### src/rtl/core/xcr_pkg.sv
// Package for the XMODEM checksum receiver: phase and response codes,
// protocol bytes and the structs passed between the receiver's modules.
// No dependencies.
package xcr_pkg;

  // Default number of payload bytes per frame
  localparam int unsigned DataBytesDefault = 128;

  // Register map, by index
  localparam int unsigned RegErrLimit = 0;
  localparam int unsigned RegDestBase = 1;

  // Reset values of the registers
  localparam logic [7:0]  ErrLimitReset = 8'd5;
  localparam logic [31:0] DestBaseReset = 32'd0;

  // Protocol bytes
  localparam logic [7:0] SohByte = 8'h01;
  localparam logic [7:0] EotByte = 8'h04;
  localparam logic [7:0] ByteMax = 8'hFF;

  // Event kinds on the input stream
  typedef enum logic [1:0] {
    EV_BYTE    = 2'd0,
    EV_TIMEOUT = 2'd1,
    EV_START   = 2'd2,
    EV_NONE    = 2'd3
  } event_kind_e;

  // Answers sent back to the sender
  typedef enum logic [1:0] {
    RSP_NONE = 2'd0,
    RSP_ACK  = 2'd1,
    RSP_NAK  = 2'd2,
    RSP_CAN  = 2'd3
  } response_e;

  // Session status reported with every result
  typedef enum logic [1:0] {
    STAT_RUN   = 2'd0,
    STAT_DONE  = 2'd1,
    STAT_ABORT = 2'd2,
    STAT_RSVD  = 2'd3
  } status_e;

  // Receiver phase
  typedef enum logic [2:0] {
    PH_IDLE   = 3'd0,
    PH_HEADER = 3'd1,
    PH_SEQ    = 3'd2,
    PH_CSEQ   = 3'd3,
    PH_DATA   = 3'd4,
    PH_SUM    = 3'd5,
    PH_DONE   = 3'd6,
    PH_ABORT  = 3'd7
  } phase_e;

  // Configuration register values
  typedef struct packed {
    logic [7:0]  err_limit;
    logic [31:0] dest_base;
  } xcr_cfg_t;

  // One result item
  typedef struct packed {
    response_e   response;
    logic        data_valid;
    logic [7:0]  data_byte;
    logic [31:0] write_address;
    logic        frame_commit;
    status_e     session_status;
  } xcr_result_t;

endpackage

### src/rtl/core/xcr_cfg.sv
// APB-style configuration registers of the XMODEM checksum receiver.
// Depends on xcr_pkg for the register map and reset values.
module xcr_cfg (
  input  logic              clk_i,
  input  logic              rst_ni,
  input  logic              psel,
  input  logic              penable,
  input  logic              pwrite,
  input  logic [2:0]        paddr,
  input  logic [31:0]       pwdata,
  output logic [31:0]       prdata,
  output logic              pready,
  output xcr_pkg::xcr_cfg_t cfg_o
);

  logic [7:0]  err_limit_q, err_limit_d;
  logic [31:0] dest_base_q, dest_base_d;
  logic        wr_en;
  logic        reg_sel;

  assign pready  = 1'b1;
  assign wr_en   = psel & penable & pwrite & pready;
  assign reg_sel = paddr[2];

  // Decode the write request
  always_comb begin
    err_limit_d = err_limit_q;
    dest_base_d = dest_base_q;
    if (wr_en) begin
      if (reg_sel == 1'(xcr_pkg::RegDestBase)) begin
        dest_base_d = pwdata;
      end else begin
        err_limit_d = pwdata[7:0];
      end
    end
  end

  // Hold register values
  always_ff @(posedge clk_i or negedge rst_ni) begin
    if (!rst_ni) begin
      err_limit_q <= xcr_pkg::ErrLimitReset;
      dest_base_q <= xcr_pkg::DestBaseReset;
    end else begin
      err_limit_q <= err_limit_d;
      dest_base_q <= dest_base_d;
    end
  end

  // Return the addressed register
  always_comb begin
    if (reg_sel == 1'(xcr_pkg::RegDestBase)) begin
      prdata = dest_base_q;
    end else begin
      prdata = {24'd0, err_limit_q};
    end
  end

  assign cfg_o.err_limit = err_limit_q;
  assign cfg_o.dest_base = dest_base_q;

endmodule

### src/rtl/core/xcr_proto.sv
// Protocol state and per-event decode of the XMODEM checksum receiver.
// Depends on xcr_pkg for phase, response and result types.
module xcr_proto #(
  parameter int unsigned DATA_BYTES = xcr_pkg::DataBytesDefault
) (
  input  logic                 clk_i,
  input  logic                 rst_ni,
  input  logic                 step_i,
  input  logic [1:0]           event_kind_i,
  input  logic [7:0]           rx_byte_i,
  input  xcr_pkg::xcr_cfg_t    cfg_i,
  output xcr_pkg::xcr_result_t result_o
);

  localparam int unsigned IdxW = $clog2(DATA_BYTES);
  localparam logic [IdxW-1:0] LastIdx = IdxW'(DATA_BYTES - 1);
  localparam logic [31:0] FrameStep = 32'(DATA_BYTES);

  xcr_pkg::phase_e phase_q, phase_d;
  logic [IdxW-1:0] idx_q, idx_d;
  logic [7:0]      exp_seq_q, exp_seq_d;
  logic [7:0]      got_seq_q, got_seq_d;
  logic            seq_ok_q, seq_ok_d;
  logic [7:0]      sum_q, sum_d;
  logic [7:0]      err_q, err_d;
  logic [24:0]     frames_q, frames_d;
  logic [31:0]     offset_q, offset_d;

  logic [7:0]      err_inc;
  logic            err_abort;
  logic            active;
  logic [24:0]     frames_inc;

  // Saturating error count and its cancel decision
  assign err_inc   = (err_q == xcr_pkg::ByteMax) ? err_q : err_q + 8'd1;
  assign err_abort = (err_inc > cfg_i.err_limit);
  assign active    = (phase_q >= xcr_pkg::PH_HEADER) && (phase_q <= xcr_pkg::PH_SUM);
  assign frames_inc = frames_q + 25'd1;

  // Next state and result for one event
  always_comb begin
    phase_d   = phase_q;
    idx_d     = idx_q;
    exp_seq_d = exp_seq_q;
    got_seq_d = got_seq_q;
    seq_ok_d  = seq_ok_q;
    sum_d     = sum_q;
    err_d     = err_q;
    frames_d  = frames_q;
    offset_d  = offset_q;
    result_o.response      = xcr_pkg::RSP_NONE;
    result_o.data_valid    = 1'b0;
    result_o.data_byte     = 8'd0;
    result_o.write_address = 32'd0;
    result_o.frame_commit  = 1'b0;

    case (xcr_pkg::event_kind_e'(event_kind_i))
      xcr_pkg::EV_START: begin
        phase_d   = xcr_pkg::PH_HEADER;
        idx_d     = '0;
        exp_seq_d = 8'd1;
        got_seq_d = 8'd0;
        seq_ok_d  = 1'b0;
        sum_d     = 8'd0;
        err_d     = 8'd0;
        frames_d  = 25'd0;
        offset_d  = 32'd0;
        result_o.response = xcr_pkg::RSP_NAK;
      end
      xcr_pkg::EV_TIMEOUT: begin
        if (active) begin
          err_d = err_inc;
          phase_d = err_abort ? xcr_pkg::PH_ABORT : xcr_pkg::PH_HEADER;
          result_o.response = err_abort ? xcr_pkg::RSP_CAN : xcr_pkg::RSP_NAK;
        end
      end
      xcr_pkg::EV_BYTE: begin
        case (phase_q)
          xcr_pkg::PH_HEADER: begin
            if (rx_byte_i == xcr_pkg::SohByte) begin
              phase_d = xcr_pkg::PH_SEQ;
            end else if (rx_byte_i == xcr_pkg::EotByte) begin
              phase_d = xcr_pkg::PH_DONE;
              result_o.response = xcr_pkg::RSP_ACK;
            end else begin
              err_d = err_inc;
              phase_d = err_abort ? xcr_pkg::PH_ABORT : xcr_pkg::PH_HEADER;
              result_o.response = err_abort ? xcr_pkg::RSP_CAN : xcr_pkg::RSP_NAK;
            end
          end
          xcr_pkg::PH_SEQ: begin
            got_seq_d = rx_byte_i;
            phase_d   = xcr_pkg::PH_CSEQ;
          end
          xcr_pkg::PH_CSEQ: begin
            seq_ok_d = (got_seq_q == ~rx_byte_i);
            sum_d    = 8'd0;
            idx_d    = '0;
            phase_d  = xcr_pkg::PH_DATA;
          end
          xcr_pkg::PH_DATA: begin
            result_o.data_valid    = 1'b1;
            result_o.data_byte     = rx_byte_i;
            result_o.write_address = cfg_i.dest_base + offset_q + 32'(idx_q);
            sum_d = sum_q + rx_byte_i;
            if (idx_q == LastIdx) begin
              phase_d = xcr_pkg::PH_SUM;
            end else begin
              idx_d = idx_q + IdxW'(1);
            end
          end
          xcr_pkg::PH_SUM: begin
            idx_d = '0;
            if (!seq_ok_q || (rx_byte_i != sum_q)) begin
              err_d = err_inc;
              phase_d = err_abort ? xcr_pkg::PH_ABORT : xcr_pkg::PH_HEADER;
              result_o.response = err_abort ? xcr_pkg::RSP_CAN : xcr_pkg::RSP_NAK;
            end else if (got_seq_q == exp_seq_q) begin
              // New frame: commit and advance the write base
              result_o.response     = xcr_pkg::RSP_ACK;
              result_o.frame_commit = 1'b1;
              exp_seq_d = exp_seq_q + 8'd1;
              frames_d  = frames_inc;
              offset_d  = (frames_inc == 25'd0) ? 32'd0 : offset_q + FrameStep;
              phase_d   = xcr_pkg::PH_HEADER;
            end else if (got_seq_q == exp_seq_q - 8'd1) begin
              // Repeat of the last frame: acknowledge only
              result_o.response = xcr_pkg::RSP_ACK;
              phase_d = xcr_pkg::PH_HEADER;
            end else begin
              result_o.response = xcr_pkg::RSP_CAN;
              phase_d = xcr_pkg::PH_ABORT;
            end
          end
          default: begin
          end
        endcase
      end
      default: begin
      end
    endcase

    case (phase_d)
      xcr_pkg::PH_DONE:  result_o.session_status = xcr_pkg::STAT_DONE;
      xcr_pkg::PH_ABORT: result_o.session_status = xcr_pkg::STAT_ABORT;
      default:           result_o.session_status = xcr_pkg::STAT_RUN;
    endcase
  end

  // Advance the protocol state on each processed event
  always_ff @(posedge clk_i or negedge rst_ni) begin
    if (!rst_ni) begin
      phase_q   <= xcr_pkg::PH_IDLE;
      idx_q     <= '0;
      exp_seq_q <= 8'd1;
      got_seq_q <= 8'd0;
      seq_ok_q  <= 1'b0;
      sum_q     <= 8'd0;
      err_q     <= 8'd0;
      frames_q  <= 25'd0;
      offset_q  <= 32'd0;
    end else if (step_i) begin
      phase_q   <= phase_d;
      idx_q     <= idx_d;
      exp_seq_q <= exp_seq_d;
      got_seq_q <= got_seq_d;
      seq_ok_q  <= seq_ok_d;
      sum_q     <= sum_d;
      err_q     <= err_d;
      frames_q  <= frames_d;
      offset_q  <= offset_d;
    end
  end

endmodule

### src/rtl/core/xmodem_checksum_receiver.sv
// Top level of the XMODEM checksum receiver: input and result registers
// around the protocol decode. Depends on xcr_pkg, xcr_cfg and xcr_proto.
//
// Usage: events enter on the s_axis channel, one per request: tuser holds
// the event kind (received byte, receive timeout, start session) and tdata
// the received byte. Every event yields exactly one result on m_axis:
// tuser is the data-valid flag, tdata holds the response to send back,
// the tentative payload byte with its write address, the frame commit
// flag and the session status. The error limit and dest_base registers
// sit on the APB port at byte addresses 0 and 4; the user must write them
// only while idle; the block itself does not enforce this. An event passes
// through the input register, then the result register. Throughput is one
// event per cycle while m_axis accepts results, set by the combinational
// protocol decode and state update. After reset the receiver is idle and
// waits for a start event; bytes and timeouts are answered with no response
// until then. When the result side stalls, the result register holds, the
// input register fills and s_axis_tready drops; nothing is lost or repeated.
module xmodem_checksum_receiver #(
  parameter int unsigned DATA_BYTES = xcr_pkg::DataBytesDefault
) (
  input  logic        clk_i,
  input  logic        rst_ni,
  // input events
  input  logic        s_axis_tvalid,
  output logic        s_axis_tready,
  input  logic [7:0]  s_axis_tdata,   // [7:0] rx_byte
  input  logic [1:0]  s_axis_tuser,   // [1:0] event_kind
  // results
  output logic        m_axis_tvalid,
  input  logic        m_axis_tready,
  // [1:0] response, [9:2] data_byte, [41:10] write_address,
  // [42] frame_commit, [44:43] session_status, [47:45] zero
  output logic [47:0] m_axis_tdata,
  output logic        m_axis_tuser,   // [0] data_valid
  // configuration
  input  logic        psel,
  input  logic        penable,
  input  logic        pwrite,
  input  logic [2:0]  paddr,
  input  logic [31:0] pwdata,
  output logic [31:0] prdata,
  output logic        pready
);

  xcr_pkg::xcr_cfg_t    cfg;
  xcr_pkg::xcr_result_t res_d, res_q;

  logic       in_valid_q, in_valid_d;
  logic [1:0] in_kind_q;
  logic [7:0] in_byte_q;
  logic       out_valid_q, out_valid_d;
  logic       step;
  logic       in_take;

  // Process when an event waits and the result register is free or being read
  assign step          = in_valid_q & (~out_valid_q | m_axis_tready);
  assign s_axis_tready = ~in_valid_q | step;
  assign in_take       = s_axis_tvalid & s_axis_tready;

  assign in_valid_d  = in_take | (in_valid_q & ~step);
  assign out_valid_d = step | (out_valid_q & ~m_axis_tready);

  // Hold control state of both registers
  always_ff @(posedge clk_i or negedge rst_ni) begin
    if (!rst_ni) begin
      in_valid_q  <= 1'b0;
      out_valid_q <= 1'b0;
    end else begin
      in_valid_q  <= in_valid_d;
      out_valid_q <= out_valid_d;
    end
  end

  // Capture the input request
  always_ff @(posedge clk_i) begin
    if (in_take) begin
      in_kind_q <= s_axis_tuser;
      in_byte_q <= s_axis_tdata;
    end
  end

  // Capture the result
  always_ff @(posedge clk_i) begin
    if (step) begin
      res_q <= res_d;
    end
  end

  xcr_cfg u_cfg (
    .clk_i   (clk_i),
    .rst_ni  (rst_ni),
    .psel    (psel),
    .penable (penable),
    .pwrite  (pwrite),
    .paddr   (paddr),
    .pwdata  (pwdata),
    .prdata  (prdata),
    .pready  (pready),
    .cfg_o   (cfg)
  );

  xcr_proto #(
    .DATA_BYTES (DATA_BYTES)
  ) u_proto (
    .clk_i        (clk_i),
    .rst_ni       (rst_ni),
    .step_i       (step),
    .event_kind_i (in_kind_q),
    .rx_byte_i    (in_byte_q),
    .cfg_i        (cfg),
    .result_o     (res_d)
  );

  assign m_axis_tvalid = out_valid_q;
  assign m_axis_tuser  = res_q.data_valid;
  assign m_axis_tdata  = {3'd0, res_q.session_status, res_q.frame_commit,
                          res_q.write_address, res_q.data_byte, res_q.response};

endmodule
### config.mk
export PLATFORM = sky130hd
export DESIGN_NAME = xmodem_checksum_receiver
export DESIGN_NICKNAME = d
export VERILOG_FILES = /design/src/rtl/core/xcr_pkg.sv /design/src/rtl/core/xcr_cfg.sv /design/src/rtl/core/xcr_proto.sv /design/src/rtl/core/xmodem_checksum_receiver.sv
export SDC_FILE = /design/constraint.sdc
export NUM_CORES = 1
export LEC_CHECK = 0
export ABC_AREA = 1
export BUFFER_PORTS_ARGS = -buffer_cell sky130_fd_sc_hd__buf_2
export CORE_ASPECT_RATIO = 0.8
export CORE_MARGIN = 2
export CORE_UTILIZATION = 40
export CTS_CLUSTER_DIAMETER = 40
export DETAILED_ROUTE_END_ITERATION = 10
export GPL_TIMING_DRIVEN = 0
export PLACE_DENSITY = 0.61
export RECOVER_POWER = 25
export SYNTH_ARGS = -nofsm -noshare
export SYNTH_HDL_FRONTEND = slang
export SYNTH_HIERARCHICAL = 1
export SYNTH_SLANG_ARGS = --single-unit
export TNS_END_PERCENT = 10
### constraint.sdc
create_clock -name clk_i -period 11.5 [get_ports clk_i]
set_input_delay 1.725 -clock clk_i [delete_from_list [all_inputs] [get_ports clk_i]]
set_output_delay 1.725 -clock clk_i [all_outputs]
set_load 0.03 [all_outputs]
==> metrics <==
Cells after Synth=approximately 1,600; CP Class=primary input to output port; Hold Path Stages=2; Least-Margin Pin Slew=2560 ps; Sum Neg Setup Slack=0 ps; Total Routing Usage GR=21.9%; failing checks=max-capacitance violations, max-slew violations; Non-Filler Instances=2,143; Num CTS Buffers=17; Fin. Hold Viols=0; ys flop type=dfrtp_1; Syn-to-layout area delta=15.1%; cell taking the most area after synthesis=dfrtp_1; Post-synth EDFFs=56; maximum number of pins on one net before global-route repair=94; Cell Area, Synth=12,300 µm²; Tmin final=4580 ps; hold path endpoint=u_cfg/err_limit_q[2]; RSZ-0062 raised after global routing=no; share of the synthesized area in the top cell type=26.9%; Final Max Tran Viols=43; Final period util=roughly 40%; area of the die=32,100 µm²; pwr dens=144 nW/µm²; Max Cap Violations=1; origin of the worst setup path=paddr[2]; CP arrival=approximately 2900 ps; sequential-to-total area share from yosys stat=41.2%; HP Start=u_cfg/err_limit_q[2]; Slew headroom=-70.9%; final clock skew=about 17 ps; worst reg2reg endpoint=m_axis_tdata[43]; Setup crit start kind=primary input; clock latency at the later pin of the worst-skew pair=450 ps; CP required=9780 ps; Starting Density=40.5%; Post-DP Area=13,500 µm²; final wirelength=roughly 34,000 µm; gr ovfl total=0; HPWL after DPL=26,200 µm; post-layout util=46.6%; CP Max Fanout=10; CTS tree=done; via count=11,100; Cell Chain, Critical Path=buf_2, buf_2, buf_2, nand2_1, inv_1, buf_2; min setup slack post-route=6920 ps; CP dominant cell by count=buf_2; global-route wire length before repair=55,000 µm; worst hold path class=register to register; hold_ws=477 ps; num rows=57; Sink Count=approximately 190; nets=1,853; Mean Syn Cell Area=just under 8 µm²; I/O Pins=136; Yosys cell types=54; total power=2.04 mW; CP peak stage delay=300 ps; register bit total from synthesis=191; root buffer cell=clkbuf_16; R2R cell count=22; Initial DRC Count=893; initial antenna violation count=0; Crit. End Element=output port; port bufs=129; global placement routability congestion=0.923; post-route cell area=14,100 µm²; Via density=5.16; share of layout cells above drive strength 1=about 15%; drt drc=0; fmax=218 MHz; r2r setup slk=~8100 ps; Longest Clk Path Bufs=2; setup slack at placement=about 6900 ps; top cells by area, synth=dfrtp_1, edfxtp_1, nand2_1; Max IR drop VDD=0.111 mV; # hold bufs at CTS=0; R2R Path Start=u_proto/err_q[1]; Worst-path clk slew=70 ps; yosys warns=6; DR WL/cell=16.0 µm; setup bufs post-CTS=0; Die H=161 µm; CTS resizes=0; Antenna diodes=0; status=finished with violations; first drt pass iteration count=5; vias in the first global route=10,500; Leak Pwr=7.02 nW; Placed Cells=2,111; Async S/R FF share, synth=a little over two thirds; Die X=between 150 and 200 µm; number of antenna-violating nets in the routed design=0; Worst path slowest cell=buf_2; core area=30,300 µm²; final setup fails=0; H-Tree Depth=4
## worst max-delay path by stage
stage / end / slack [ps] / depth (start not counted)
2_1_floorplan: u_proto/got_seq_q[6] / 5710 / 9
3_3_place_gp: u_proto/got_seq_q[6] / 3570 / 10
3_5_place_dp: prdata[19] / 6930 / 6
4_1_cts: prdata[19] / 6920 / 6
5_1_grt: prdata[19] / 6830 / 6
6_report: prdata[19] / 6920 / 6
## synthesized netlist by cell type (all sizes together) (5+ instances only)
library cell,count
nor2,139
o21a,7
a21o,5
clkbuf,8
a21oi,92
nand3b,5
inv,189
o21ai,86
dfrtp,132
nand2,425
nor3,35
a21boi,5
buf,32
xor2,37
edfxtp,56
ha,82
xnor2,13
nand4,27
o22ai,27
nand3,119
## metal layers
| metal | up-vias | wire (µm) | global-route usage, % | share of wire, % |
|---|---|---|---|---|
| li1 | 5506 | - | - | - |
| met1 | 5215 | 16900 | 32.7 | 49 |
| met2 | 318 | 15200 | 32.8 | 44 |
| met3 | 26 | 1740 | 3.40 | 5.1 |
| met4 | 0 | 477 | 5.79 | 1.4 |
| met5 | - | 0 | 0 | 0 |
## final cells by class
cell class / instances / area, µm²
Tap cell: 413 / 517
Buffer: 40 / 253
Timing Repair Buffer: 131 / 692
Clock inverter: 10 / 150
Multi-Input combinational cell: 1145 / 6250
Fill cell: 2961 / 16200
Sequential cell: 191 / 5060
Inverter: 191 / 717
Clock buffer: 22 / 485
## worst max-delay path, delay by kind of cell
kind,cells,cell delay (ps)
buffers and inverters,5,970
and+or+nand+nor,1,150
## state kept, by name (all words and copies together), names as in the netlist, 3 cells and up
signal	flops
in_byte_q	8
m_axis_tdata	45
u_cfg/dest_base_q	32
u_cfg/err_limit_q	8
u_proto/err_q	8
u_proto/exp_seq_q	8
u_proto/frames_q	25
u_proto/got_seq_q	8
u_proto/idx_q	7
u_proto/offset_q	25
u_proto/phase_q	3
u_proto/sum_q	8
## placed cells by master (no fill, tap or decap), types with 4 or more instances in the layout
master | Yosys | layout
xnor2_1 | 12 | 12
edfxtp_1 | 56 | 56
nand3_1 | 115 | 116
nor3_2 | 5 | 5
clkbuf_16 | 0 | 18
nand2_1 | 422 | 422
nor3_1 | 30 | 30
a31oi_1 | 4 | 4
nand3b_1 | 5 | 5
nor2_1 | 128 | 129
conb_1 | 2 | 4
a21oi_2 | 19 | 19
a21oi_1 | 73 | 72
clkbuf_1 | 8 | 11
dfrtp_1 | 132 | 132
nor2_2 | 9 | 8
buf_2 | 17 | 145
buf_4 | 13 | 13
a21boi_0 | 4 | 4
inv_1 | 173 | 175
ha_1 | 82 | 82
inv_2 | 16 | 14
nand4_1 | 27 | 27
a21o_1 | 5 | 5
o21ai_0 | 79 | 79
a22oi_1 | 4 | 4
xor2_1 | 37 | 37
o22ai_1 | 27 | 27
o21ai_1 | 6 | 6
o21a_1 | 7 | 7
## power by group
group | total [mW] | leakage [nW] | switching (mW) | internal (mW)
clock network | 0.643 | 0.300 | 0.273 | 0.370
registers | 0.854 | 2.35 | 0.0755 | 0.778
logic | 0.545 | 4.36 | 0.369 | 0.176
## logic make-up (layout without fill, tap and decap cells)
logic type      count (synthesis)  in the layout  synth area share, %
compound gates                248            248                 12.0
fa+ha+maj                      84             84                 8.68
xor+xnor                       50             50                 3.63
buf+inv                       231            394                 7.90
flops                         191            191                 41.2
other cells                     2              4               0.0612
simple gates                  759            759                 26.5
(Power assumes the default switching activity.)
